==> config.mk <==
export PLATFORM = sky130hd
export DESIGN_NAME = public_holiday_date_classifier
export DESIGN_NICKNAME = d
export VERILOG_FILES = /design/src/rtl/hdc_pkg.sv /design/src/rtl/hdc_split.sv /design/src/rtl/hdc_computus.sv /design/src/rtl/public_holiday_date_classifier.sv
export SDC_FILE = /design/constraint.sdc
export NUM_CORES = 1
export LEC_CHECK = 0
export BUFFER_PORTS_ARGS = -buffer_cell sky130_fd_sc_hd__buf_2
export CELL_PAD_IN_SITES_DETAIL_PLACEMENT = 0
export CELL_PAD_IN_SITES_GLOBAL_PLACEMENT = 2
export CORE_UTILIZATION = 41
export DETAILED_ROUTE_END_ITERATION = 16
export PLACE_DENSITY = 0.81
export SLEW_MARGIN = 20
export SYNTH_ARGS = -nofsm -noshare
export SYNTH_HDL_FRONTEND = slang
export SYNTH_HIERARCHICAL = 1
export SYNTH_SLANG_ARGS = --single-unit
==> constraint.sdc <==
create_clock -name clk_i -period 7.6 [get_ports clk_i]
set_input_delay 0.76 -clock clk_i [delete_from_list [all_inputs] [get_ports clk_i]]
set_output_delay 0.76 -clock clk_i [all_outputs]
set_load 0.01 [all_outputs]
==> src/rtl/hdc_pkg.sv <==
// Shared constants and helpers for the public holiday date classifier.
package hdc_pkg;

  localparam int unsigned DayW  = 5;
  localparam int unsigned MonW  = 4;
  localparam int unsigned YearW = 14;
  localparam int unsigned OffW  = 7;   // day offset from 1 March, covers March..June

  // Month codes
  localparam logic [MonW-1:0] MonJan = 4'd0;
  localparam logic [MonW-1:0] MonMar = 4'd2;
  localparam logic [MonW-1:0] MonApr = 4'd3;
  localparam logic [MonW-1:0] MonMay = 4'd4;
  localparam logic [MonW-1:0] MonJun = 4'd5;
  localparam logic [MonW-1:0] MonJul = 4'd6;
  localparam logic [MonW-1:0] MonAug = 4'd7;
  localparam logic [MonW-1:0] MonNov = 4'd10;
  localparam logic [MonW-1:0] MonDec = 4'd11;

  // First-day offsets of April, May, June from 1 March
  localparam logic [OffW-1:0] AprStart = 7'd31;
  localparam logic [OffW-1:0] MayStart = 7'd61;
  localparam logic [OffW-1:0] JunStart = 7'd92;

  // Movable feasts relative to Easter Monday
  localparam logic [OffW-1:0] AscensionOfs = 7'd38;
  localparam logic [OffW-1:0] WhitOfs      = 7'd49;

  // Computus constants
  localparam logic [15:0] Recip19   = 16'd55189;  // ceil(2^20 / 19)
  localparam logic [12:0] Recip100  = 13'd5243;   // ceil(2^19 / 100)
  localparam logic [5:0]  Recip25   = 6'd41;      // 2^10 / 25, rounded up
  localparam logic [7:0]  Recip3    = 8'd171;     // ceil(2^9 / 3)
  localparam logic [10:0] Recip30   = 11'd1093;   // ceil(2^15 / 30)
  localparam logic [8:0]  Recip7    = 9'd293;     // ceil(2^11 / 7)
  localparam logic [8:0]  EasterLim = 9'd451;
  // Easter Monday offset = h + l - 7m + 114 - 93 + 1
  localparam logic [OffW-1:0] MondayBase = 7'd22;

  // Fixed-date holidays
  function automatic logic fixed_hit(logic [DayW-1:0] day, logic [MonW-1:0] mon);
    logic hit;
    hit = 1'b0;
    case (mon)
      MonJan:  hit = (day == 5'd1);
      MonMay:  hit = (day == 5'd1) || (day == 5'd8);
      MonJul:  hit = (day == 5'd14);
      MonAug:  hit = (day == 5'd15);
      MonNov:  hit = (day == 5'd1) || (day == 5'd11);
      MonDec:  hit = (day == 5'd25);
      default: hit = 1'b0;
    endcase
    return hit;
  endfunction

endpackage

==> src/rtl/hdc_split.sv <==
// Year split stages: golden number, century and year-in-century, century terms.
module hdc_split (
  input  logic                       clk_i,
  input  logic                       en_i,
  input  logic [hdc_pkg::YearW-1:0]  year_i,
  output logic [4:0]                 a_o,
  output logic [7:0]                 b_o,
  output logic [4:0]                 i_o,
  output logic [1:0]                 k_o,
  output logic [1:0]                 e_o,
  output logic [2:0]                 f_o
);
  import hdc_pkg::*;

  logic [29:0] p19;
  logic [26:0] p100;
  logic [YearW-1:0] y_q;
  logic [9:0]  q19_q;
  logic [7:0]  q100_q;

  // stage 1: reciprocal multiplies, exact over the 14-bit year range
  assign p19  = 30'(year_i) * 30'(Recip19);
  assign p100 = 27'(year_i) * 27'(Recip100);

  always_ff @(posedge clk_i) begin
    if (en_i) begin
      y_q    <= year_i;
      q19_q  <= p19[29:20];
      q100_q <= p100[26:19];
    end
  end

  // stage 2: remainders and (b + 8) / 25
  logic [13:0] m19, m100, a_full, c_full;
  logic [8:0]  bp8;
  logic [14:0] pf;
  logic [4:0]  a_q;
  logic [7:0]  b_q;
  logic [6:0]  c_q;
  logic [2:0]  f_q;

  assign m19    = 14'(q19_q) * 14'd19;
  assign m100   = 14'(q100_q) * 14'd100;
  assign a_full = y_q - m19;
  assign c_full = y_q - m100;
  assign bp8    = 9'(q100_q) + 9'd8;
  assign pf     = 15'(bp8) * 15'(Recip25);

  always_ff @(posedge clk_i) begin
    if (en_i) begin
      a_q <= a_full[4:0];
      b_q <= q100_q;
      c_q <= c_full[6:0];
      f_q <= pf[12:10];
    end
  end

  assign a_o = a_q;
  assign b_o = b_q;
  assign i_o = c_q[6:2];
  assign k_o = c_q[1:0];
  assign e_o = b_q[1:0];
  assign f_o = f_q;

endmodule

==> src/rtl/hdc_computus.sv <==
// Computus core stages: epact, weekday correction, Easter Monday offset.
module hdc_computus (
  input  logic                      clk_i,
  input  logic                      en_i,
  input  logic [4:0]                a_i,
  input  logic [7:0]                b_i,
  input  logic [4:0]                i_i,
  input  logic [1:0]                k_i,
  input  logic [1:0]                e_i,
  input  logic [2:0]                f_i,
  output logic [hdc_pkg::OffW-1:0]  mon_off_o
);
  import hdc_pkg::*;

  // stage 3: g and the sums that do not need it
  logic [5:0]  d;
  logic [9:0]  s1;
  logic [7:0]  gx;
  logic [15:0] pg;
  logic [6:0]  p;
  logic [9:0]  s1_q;
  logic [5:0]  g_q;
  logic [4:0]  a3_q;
  logic [6:0]  p3_q;

  assign d  = b_i[7:2];
  assign s1 = 10'(a_i) * 10'd19 + 10'(b_i) - 10'(d) + 10'd15;
  assign gx = b_i - 8'(f_i) + 8'd1;
  assign pg = 16'(gx) * 16'(Recip3);
  assign p  = 7'd32 + (7'(e_i) << 1) + (7'(i_i) << 1) - 7'(k_i);

  always_ff @(posedge clk_i) begin
    if (en_i) begin
      s1_q <= s1;
      g_q  <= pg[14:9];
      a3_q <= a_i;
      p3_q <= p;
    end
  end

  // stage 4: quotient of the epact sum by 30
  logic [9:0]  x;
  logic [20:0] pq;
  logic [9:0]  x_q;
  logic [4:0]  qh_q;
  logic [4:0]  a4_q;
  logic [6:0]  p4_q;

  assign x  = s1_q - 10'(g_q);
  assign pq = 21'(x) * 21'(Recip30);

  always_ff @(posedge clk_i) begin
    if (en_i) begin
      x_q  <= x;
      qh_q <= pq[19:15];
      a4_q <= a3_q;
      p4_q <= p3_q;
    end
  end

  // stage 5: h, then the weekday sum and its quotient by 7
  logic [9:0]  m30, hx;
  logic [4:0]  h;
  logic [6:0]  lsum;
  logic [15:0] pl;
  logic [4:0]  h_q;
  logic [6:0]  ls_q;
  logic [3:0]  ql_q;
  logic [4:0]  a5_q;

  assign m30  = 10'(qh_q) * 10'd30;
  assign hx   = x_q - m30;
  assign h    = hx[4:0];
  assign lsum = p4_q - 7'(h);
  assign pl   = 16'(lsum) * 16'(Recip7);

  always_ff @(posedge clk_i) begin
    if (en_i) begin
      h_q  <= h;
      ls_q <= lsum;
      ql_q <= pl[14:11];
      a5_q <= a4_q;
    end
  end

  // stage 6: l, the late-April correction and the Easter Monday offset
  logic [6:0] lx;
  logic [2:0] l;
  logic [8:0] ms;
  logic       m;
  logic [6:0] mo_q;

  assign lx = ls_q - 7'(ql_q) * 7'd7;
  assign l  = lx[2:0];
  assign ms = 9'(a5_q) + 9'(h_q) * 9'd11 + 9'(l) * 9'd22;
  assign m  = (ms >= EasterLim);

  always_ff @(posedge clk_i) begin
    if (en_i) begin
      mo_q <= 7'(h_q) + 7'(l) + MondayBase - (m ? 7'd7 : 7'd0);
    end
  end

  assign mon_off_o = mo_q;

endmodule

==> src/rtl/public_holiday_date_classifier.sv <==
// Top level of the public holiday date classifier pipeline.
// Classifies one Gregorian date per transaction as a French public holiday
// (eight fixed dates plus Easter Monday, Ascension and Whit Monday). The
// pipeline is seven register stages deep: two split the year by 19 and 100,
// four run the computus to an Easter Monday offset from 1 March, and the last
// compares that offset, plus 38 and 49 days, with the input date's own offset
// and drives the output register. A new date is taken every cycle unless stall_o
// is high, so the throughput is one transaction per cycle while nothing stalls.
// A stall on the output while a result is held there freezes the whole
// pipeline and is passed straight back to the input as stall_o. The block
// keeps no state between transactions; impossible dates are evaluated like
// any other and never match.
module public_holiday_date_classifier (
  input  logic                       clk_i,
  input  logic                       rst_ni,
  input  logic                       valid_i,
  output logic                       stall_o,
  input  logic [hdc_pkg::DayW-1:0]   day_of_month_i,
  input  logic [hdc_pkg::MonW-1:0]   month_index_i,
  input  logic [hdc_pkg::YearW-1:0]  year_i,
  output logic                       valid_o,
  input  logic                       stall_i,
  output logic                       is_holiday_o
);
  import hdc_pkg::*;

  localparam int unsigned SideDepth = 6;  // stages from input to the offset result

  typedef struct packed {
    logic            fixed;    // fixed-date holiday
    logic            spring;   // date lies in March..June and is a real day, or is 31 June
    logic [OffW-1:0] off;      // date as an offset from 1 March
  } side_t;

  logic en;
  logic out_vld_q;
  logic hit_q;

  // Global stage enable: everything moves unless a finished result is held.
  assign en      = !(out_vld_q && stall_i);
  assign stall_o = !en;

  // Date-side terms, computed at the input and carried alongside the computus
  side_t           side_d;
  logic [OffW-1:0] start;
  logic            day_ok;

  always_comb begin
    start  = '0;
    day_ok = 1'b0;
    case (month_index_i)
      MonMar: begin
        start  = '0;
        day_ok = (day_of_month_i != '0);
      end
      MonApr: begin
        start  = AprStart;
        day_ok = (day_of_month_i != '0) && (day_of_month_i <= 5'd30);
      end
      MonMay: begin
        start  = MayStart;
        day_ok = (day_of_month_i != '0);
      end
      MonJun: begin
        // last month of the walk: no upper bound on the day
        start  = JunStart;
        day_ok = (day_of_month_i != '0);
      end
      default: begin
        start  = '0;
        day_ok = 1'b0;
      end
    endcase
    side_d.fixed  = fixed_hit(day_of_month_i, month_index_i);
    side_d.spring = day_ok;
    side_d.off    = 7'(day_of_month_i) - 7'd1 + start;
  end

  side_t side_q [SideDepth];
  logic [SideDepth-1:0] vld_q;

  always_ff @(posedge clk_i) begin
    if (en) begin
      side_q[0] <= side_d;
      for (int s = 1; s < SideDepth; s++) begin
        side_q[s] <= side_q[s-1];
      end
    end
  end

  always_ff @(posedge clk_i or negedge rst_ni) begin
    if (!rst_ni) begin
      vld_q     <= '0;
      out_vld_q <= 1'b0;
    end else if (en) begin
      vld_q     <= {vld_q[SideDepth-2:0], valid_i};
      out_vld_q <= vld_q[SideDepth-1];
    end
  end

  // Computus datapath
  logic [4:0] a, ii;
  logic [7:0] b;
  logic [1:0] k, e;
  logic [2:0] f;
  logic [OffW-1:0] mon_off;

  hdc_split u_split (
    .clk_i  (clk_i),
    .en_i   (en),
    .year_i (year_i),
    .a_o    (a),
    .b_o    (b),
    .i_o    (ii),
    .k_o    (k),
    .e_o    (e),
    .f_o    (f)
  );

  hdc_computus u_computus (
    .clk_i     (clk_i),
    .en_i      (en),
    .a_i       (a),
    .b_i       (b),
    .i_i       (ii),
    .k_i       (k),
    .e_i       (e),
    .f_i       (f),
    .mon_off_o (mon_off)
  );

  // Final stage: match against Easter Monday, Ascension, Whit Monday and the fixed dates
  side_t side_l;
  logic  movable_hit;

  assign side_l      = side_q[SideDepth-1];
  assign movable_hit = side_l.spring &&
                       ((side_l.off == mon_off) ||
                        (side_l.off == mon_off + AscensionOfs) ||
                        (side_l.off == mon_off + WhitOfs));

  always_ff @(posedge clk_i) begin
    if (en) begin
      hit_q <= side_l.fixed || movable_hit;
    end
  end

  assign valid_o      = out_vld_q;
  assign is_holiday_o = hit_q;

endmodule

==> impl_metrics.ini, run 1 <==
[flow_run]
cap_viol_max_count = 0

[clock_tree]
cts_num_sinks = 177
cts_root_buffer = clkbuf_16
clockBufferDepth = 2
clk_latency_ns = 0.44
cts_tree = built
cts_buffers = 17
htree_levels = 4
clk_pin_slew_worst_paths_ns = 0.08
hold_buffers = 0

[timing]
rsz0062_at_grt = true
max_freq_ghz = 0.136
worstMarginPinSlew_ns = 1.01
hold_viol_final = 0
slew_viol_final = 0
setup_viol = 0
period_needed_ns = 7.33
min_period_over_period_pct = 96.4
finClkSkew_ns = 0.0131
timing.hold.ws_ns = 0.132
worst_slew_margin_rel_pct = 32.9

[layout]
nets = 2511
final_cells = 2482
drive_gt1_share_pct = 6.16
syn_to_final_growth_pct = 8.34
antennaDiodeCount = 0

[setup_path]
cp_common_cell = fa_1
cp-end-kind = register
ff2ff_path_depth = 29
crit_fanout = 3
slowest_delay_ns = 0.55
critical_path_class = register to register
cp_slowest_cell = fa_1
required_ns = 7.81
start_kind = register
cp.arrival_ns = 7.54

[status]
outcome = finished, final reports clean

[synthesis]
synth_largest_area_cell = ha_1
synthFlopType = edfxtp_1
synthArstFlopShare_pct = 3.95
post-synth-top-count-cell = inv_1
synthCells = 1801
synth_edf_count = 170
synth_fp_nets = 2458
yosysWarnings = 6
ys_top_cells_by_count = inv_1 (460), ha_1 (427), fa_1 (203), edfxtp_1 (170), xnor2_1 (92)
syn-cell-area_sq_um = 20000
ys_types = 73
synthTopCellsByArea = ha_1 (27%), edfxtp_1 (25%), fa_1 (20%), inv_1 (8.6%), xnor2_1 (4.0%)
ys_seq_area_share_pct = 26.3
syn_area_per_cell_sq_um = 11.1
ys_ff_latch = 177
yosysTopAreaCellShare_pct = 26.7

[drt]
route.detailed.wl_per_inst_um = 14.4
vias = 12082
drc = 0
detail_route.iter0.violations = 458
drt-pass1-iter-count = 4
antenna_left = 0
viasPerCell = 4.87
routed_wirelength_um = 35800

[placement]
dp_hpwl_um = 30600
placedCellCount = 2449
io_buffers = 29
place_congestion = 0.835

[grt]
antenna_found_initial = 0
grt_pass1_wl_um = 62200
grt_pass1_vias = 12720
grt_max_degree = 79
grtUsageTotal_pct = 15.6
grt-ovfl-total = 0

[min_path]
min_path_type = primary input to async pin

[die]
io_pins = 30
die-area_sq_um = 49800
core_sq_um = 47900
row_count = 80
die_height_um = 223
initial_core_util_pct = 41.8
die_w_um = 223
[critical path: cells and delay by family (launching register included)]
| family | cells | cell delay [ns] |
|---|---|---|
| AND/OR/NAND/NOR | 3 | 0.42 |
| buffers and inverters | 4 | 0.31 |
| AO/OA/AOI/OAI | 7 | 1.10 |
| XOR/XNOR | 4 | 0.63 |
| adder cells (fa/ha/maj) | 11 | 4.20 |
| flip-flops | 1 | 0.45 |
[layer usage]
metal / GRT usage (%) / up-vias / part of all wire [%]
li1: - / 6044 / -
met1: 20.8 / 5898 / 47
met2: 26.9 / 113 / 49
met3: 2.15 / 27 / 2.2
met4: 3.34 / 0 / 1.2
met5: 0 / - / 0
[area by class of cell]
cell class                      instances  area [sq um]
Multi-Input combinational cell       1156         13100
Clock inverter                         15           161
Timing Repair Buffer                   42           246
Sequential cell                       177          5280
Fill cell                            4480         26200
Clock buffer                           17           425
Inverter                              460          1730
Tap cell                              615           769
[cell families (layout without fill, tap and decap cells)]
kind of cell             Yosys count  in the layout  share of synthesized area [%]
adder cells (fa/ha/maj)          630            630                           46.9
XOR/XNOR                         135            135                           6.14
AND/OR/NAND/NOR                  202            202                           5.26
buffers and inverters            468            534                           8.85
flip-flops                       177            177                           26.3
multiplexers                      12             12                          0.699
AO/OA/AOI/OAI                    177            177                           5.77
[state kept, by name, summed over array words and instances, names as in the netlist, 4 cells and up]
name / count
u_split/q19_q: 5
u_split/a_o: 5
u_split/b_o: 8
u_split/y_q: 7
u_computus/a5_q: 5
u_split/q100_q: 8
side_q: 54
u_computus/h_q: 5
u_computus/p4_q: 7
u_computus/s1_q: 10
u_split/c_q: 7
vld_q: 6
u_computus/x_q: 5
u_computus/p3_q: 7
u_computus/qh_q: 4
u_computus/a4_q: 5
u_computus/a3_q: 5
u_computus/mon_off_o: 7
u_computus/g_q: 6
[metrics by stage]
step	worst slack [ns]	setup TNS, ns	util, %	instance area, sq um
final	0.271	0	45.3	21700
after detailed placement	-0.204	-0.653	43.8	21000
after global placement	-0.0281	-0.0471	43.8	21000
after global routing	-0.0431	-0.0470	45.3	21700
after CTS	0.0233	0	45.1	21600
after floorplan	0.00838	0	-	20000
[cell usage in the layout (no fill, tap or decap), types with 11 or more instances in the layout]
master	count
o21ai_0	27
nor3_1	21
nor2b_1	17
a21o_1	24
nand2b_1	13
edfxtp_1	170
buf_2	29
fa_1	201
xor2_1	38
clkbuf_16	17
a31oi_1	11
nand2_1	49
buf_4	12
xnor2_1	89
ha_1	422
a21oi_1	51
nor2_1	38
nand3_1	17
inv_1	456
[path summary, 6_finish.rpt]
check                                             startpoint                                end  slack [ns]
worst max-delay path            u_computus/ql_q[0]$_DFFE_PP_  u_computus/mon_off_o[6]$_DFFE_PP_        0.27
worst min-delay path                                  rst_ni                valid_o$_DFFE_PN0N_        0.13
worst max register to register  u_computus/ql_q[0]$_DFFE_PP_  u_computus/mon_off_o[6]$_DFFE_PP_        0.27
worst min register to register        side_q[4][4]$_DFFE_PN_             side_q[5][4]$_DFFE_PN_        0.42
max in group asynchronous                             rst_ni               vld_q[2]$_DFFE_PN0N_        7.31
min in group clk_i                    side_q[4][4]$_DFFE_PN_             side_q[5][4]$_DFFE_PN_        0.42
[what timing repair did]
action	4_1_cts	5_1_grt
pin swaps	2	23
setup endpoints to repair	4	5
gates resized for setup	7	16
setup buffers	0	1
cloned	0	0
Power of run 1 is not shown: default switching activity piles up to over one toggle a cycle in this logic, so the estimate is an artifact.
==> run 2, diff against run 1 <==
--- a/config.mk
+++ b/config.mk
@@ -10,7 +10,7 @@
 export CELL_PAD_IN_SITES_GLOBAL_PLACEMENT = 2
 export CORE_UTILIZATION = 41
 export DETAILED_ROUTE_END_ITERATION = 16
-export PLACE_DENSITY = 0.81
+export PLACE_DENSITY_LB_ADDON = 0.05
 export SLEW_MARGIN = 20
 export SYNTH_ARGS = -nofsm -noshare
 export SYNTH_HDL_FRONTEND = slang
==> run 2 against run 1 <==
Net effect: cell count about the same; global-route usage up 1.1 points; routed wire length is 6.8% higher; core utilization is 0.063 points higher; via count fell by 1.3%; critical path depth unchanged; first-iteration DRC count up 13%; critical endpoint unchanged; maximum frequency grew 1.3%; non-clock buffer count is 1 higher; cell area grew 0.14%; die area unchanged.
==> impl_metrics.ini, run 2 (same netlist as run 1, synthesis figures left out) <==
[clock_tree]
clk_pin_slew_worst_paths_ns = 0.08
htree_levels = 4
clockBufferDepth = 2
cts_buffers = 17
cts_num_sinks = 177
hold_buffers = 0
clk_latency_ns = 0.47
cts_root_buffer = clkbuf_16
cts_tree = built

[setup_path]
required_ns = 7.83
cp.arrival_ns = 7.46
cp_slowest_cell = fa_1
start_kind = register
slowest_delay_ns = 0.50
cp_common_cell = fa_1
crit_fanout = 3
critical_path_class = register to register
cp-end-kind = register

[timing]
finClkSkew_ns = 0.0147
rsz0062_at_grt = false
period_needed_ns = 7.23
timing.hold.ws_ns = 0.108
min_period_over_period_pct = 95.2
setup_viol = 0
fin_setup_tns_ns = 0
hold_viol_final = 0
slew_viol_final = 0
max_freq_ghz = 0.138
worstMarginPinSlew_ns = 0.987
worst_slew_margin_rel_pct = 34.2

[layout]
final_common_cell = inv_1
syn_to_final_growth_pct = 8.49
largest-register = side_q
final_cell_mix = inv_1 (460), ha_1 (422), fa_1 (201)
antennaDiodeCount = 0
top_regs = side_q: 54 flops, u_computus/s1_q: 10 flops
multiInputGateArea_sq_um = 13100
fillers = 4515
nets = 2512
utilization_pct = 45.3
largest_reg_flops = 54
drive_gt1_share_pct = 6.00
seq_area_sq_um = 5280

[die]
row_count = 80
die-area_sq_um = 49800
die_w_um = 223
initial_core_util_pct = 41.8
die_height_um = 223
io_pins = 30
core_sq_um = 47900

[placement]
io_buffers = 29
place_congestion = 0.784
dp_hpwl_um = 32600

[min_path]
min_path_type = primary input to async pin

[drt]
vias = 11922
antenna_left = 0
drc = 0
detail_route.iter0.violations = 519
route.detailed.wl_per_inst_um = 15.4
routed_wirelength_um = 38300
viasPerCell = 4.80
drt-pass1-iter-count = 5

[grt]
grt_max_degree = 179
grt-ovfl-total = 0
grtUsageTotal_pct = 16.7
grt_pass1_wl_um = 64700
grt_pass1_vias = 12564
antenna_found_initial = 0

[status]
outcome = finished, final reports clean

[flow_run]
cap_viol_max_count = 0
run 2: changes by cell type in the layout (fill, tap and decap cells not counted), moves of 3 or more:
cell / delta
inv_1: +4
inv_2: -4
clkinv_8: +3
inv_8: -3
run 2: repair_timing:
action / in CTS / in global routing
resized for setup: 9 / 8
pin swaps: 8 / 13
buffers inserted: 1 / 0
setup endpoints to repair: 4 / 5
run 2: layout make-up:
cell class,instances,area share [%]
Timing Repair Buffer,43,1.23
Tap cell,615,3.54
Inverter,460,7.94
Clock buffer,17,1.96
Multi-Input combinational cell,1156,60.2
Sequential cell,177,24.3
Clock inverter,15,0.840
run 2: final timing paths:
kind | start | end | slack [ns] | cells past startpoint
setup / recovery | u_computus/ql_q[0]$_DFFE_PP_ | u_computus/mon_off_o[6]$_DFFE_PP_ | 0.37 | 29
hold / removal | rst_ni | vld_q[0]$_DFFE_PN0N_ | 0.11 | 1
setup reg to reg | u_computus/ql_q[0]$_DFFE_PP_ | u_computus/mon_off_o[6]$_DFFE_PP_ | 0.37 | 29
hold reg to reg | u_computus/p3_q[0]$_DFFE_PP_ | u_computus/p4_q[0]$_DFFE_PP_ | 0.41 | 0
max in group asynchronous | rst_ni | vld_q[2]$_DFFE_PN0N_ | 7.34 | 1
min in group clk_i | u_computus/p3_q[0]$_DFFE_PP_ | u_computus/p4_q[0]$_DFFE_PP_ | 0.41 | 0
run 2: critical path, delay by kind of cell (launching register included):
family / cells / cell delay [ns]
adders and majority gates: 11 / 4.06
AOI/OAI and AO/OA: 7 / 1.08
xor gates and xnor gates: 4 / 0.65
DFF: 1 / 0.44
and+or+nand+nor: 3 / 0.44
buffers and inverters: 4 / 0.33
run 2: metal layers:
layer  vias up  routed length [um]  track usage (%)
met1      5755               18400             22.5
li1       6048                   -                -
met4         0                 544             3.83
met3        22                 988             2.88
met5         -                   0                0
met2        97               18300             27.9
run 2: per-stage QoR:
step	worst slack (ns)	cells	area, sq um
2_1_floorplan	0.00838	1801	20000
3_3_place_gp	-0.0466	2450	21000
3_5_place_dp	-0.159	2450	21000
4_1_cts	0.0112	2483	21700
5_1_grt	0.00903	2483	21700
6_report	0.368	2483	21700
Power of run 2 is left out for the same reason.
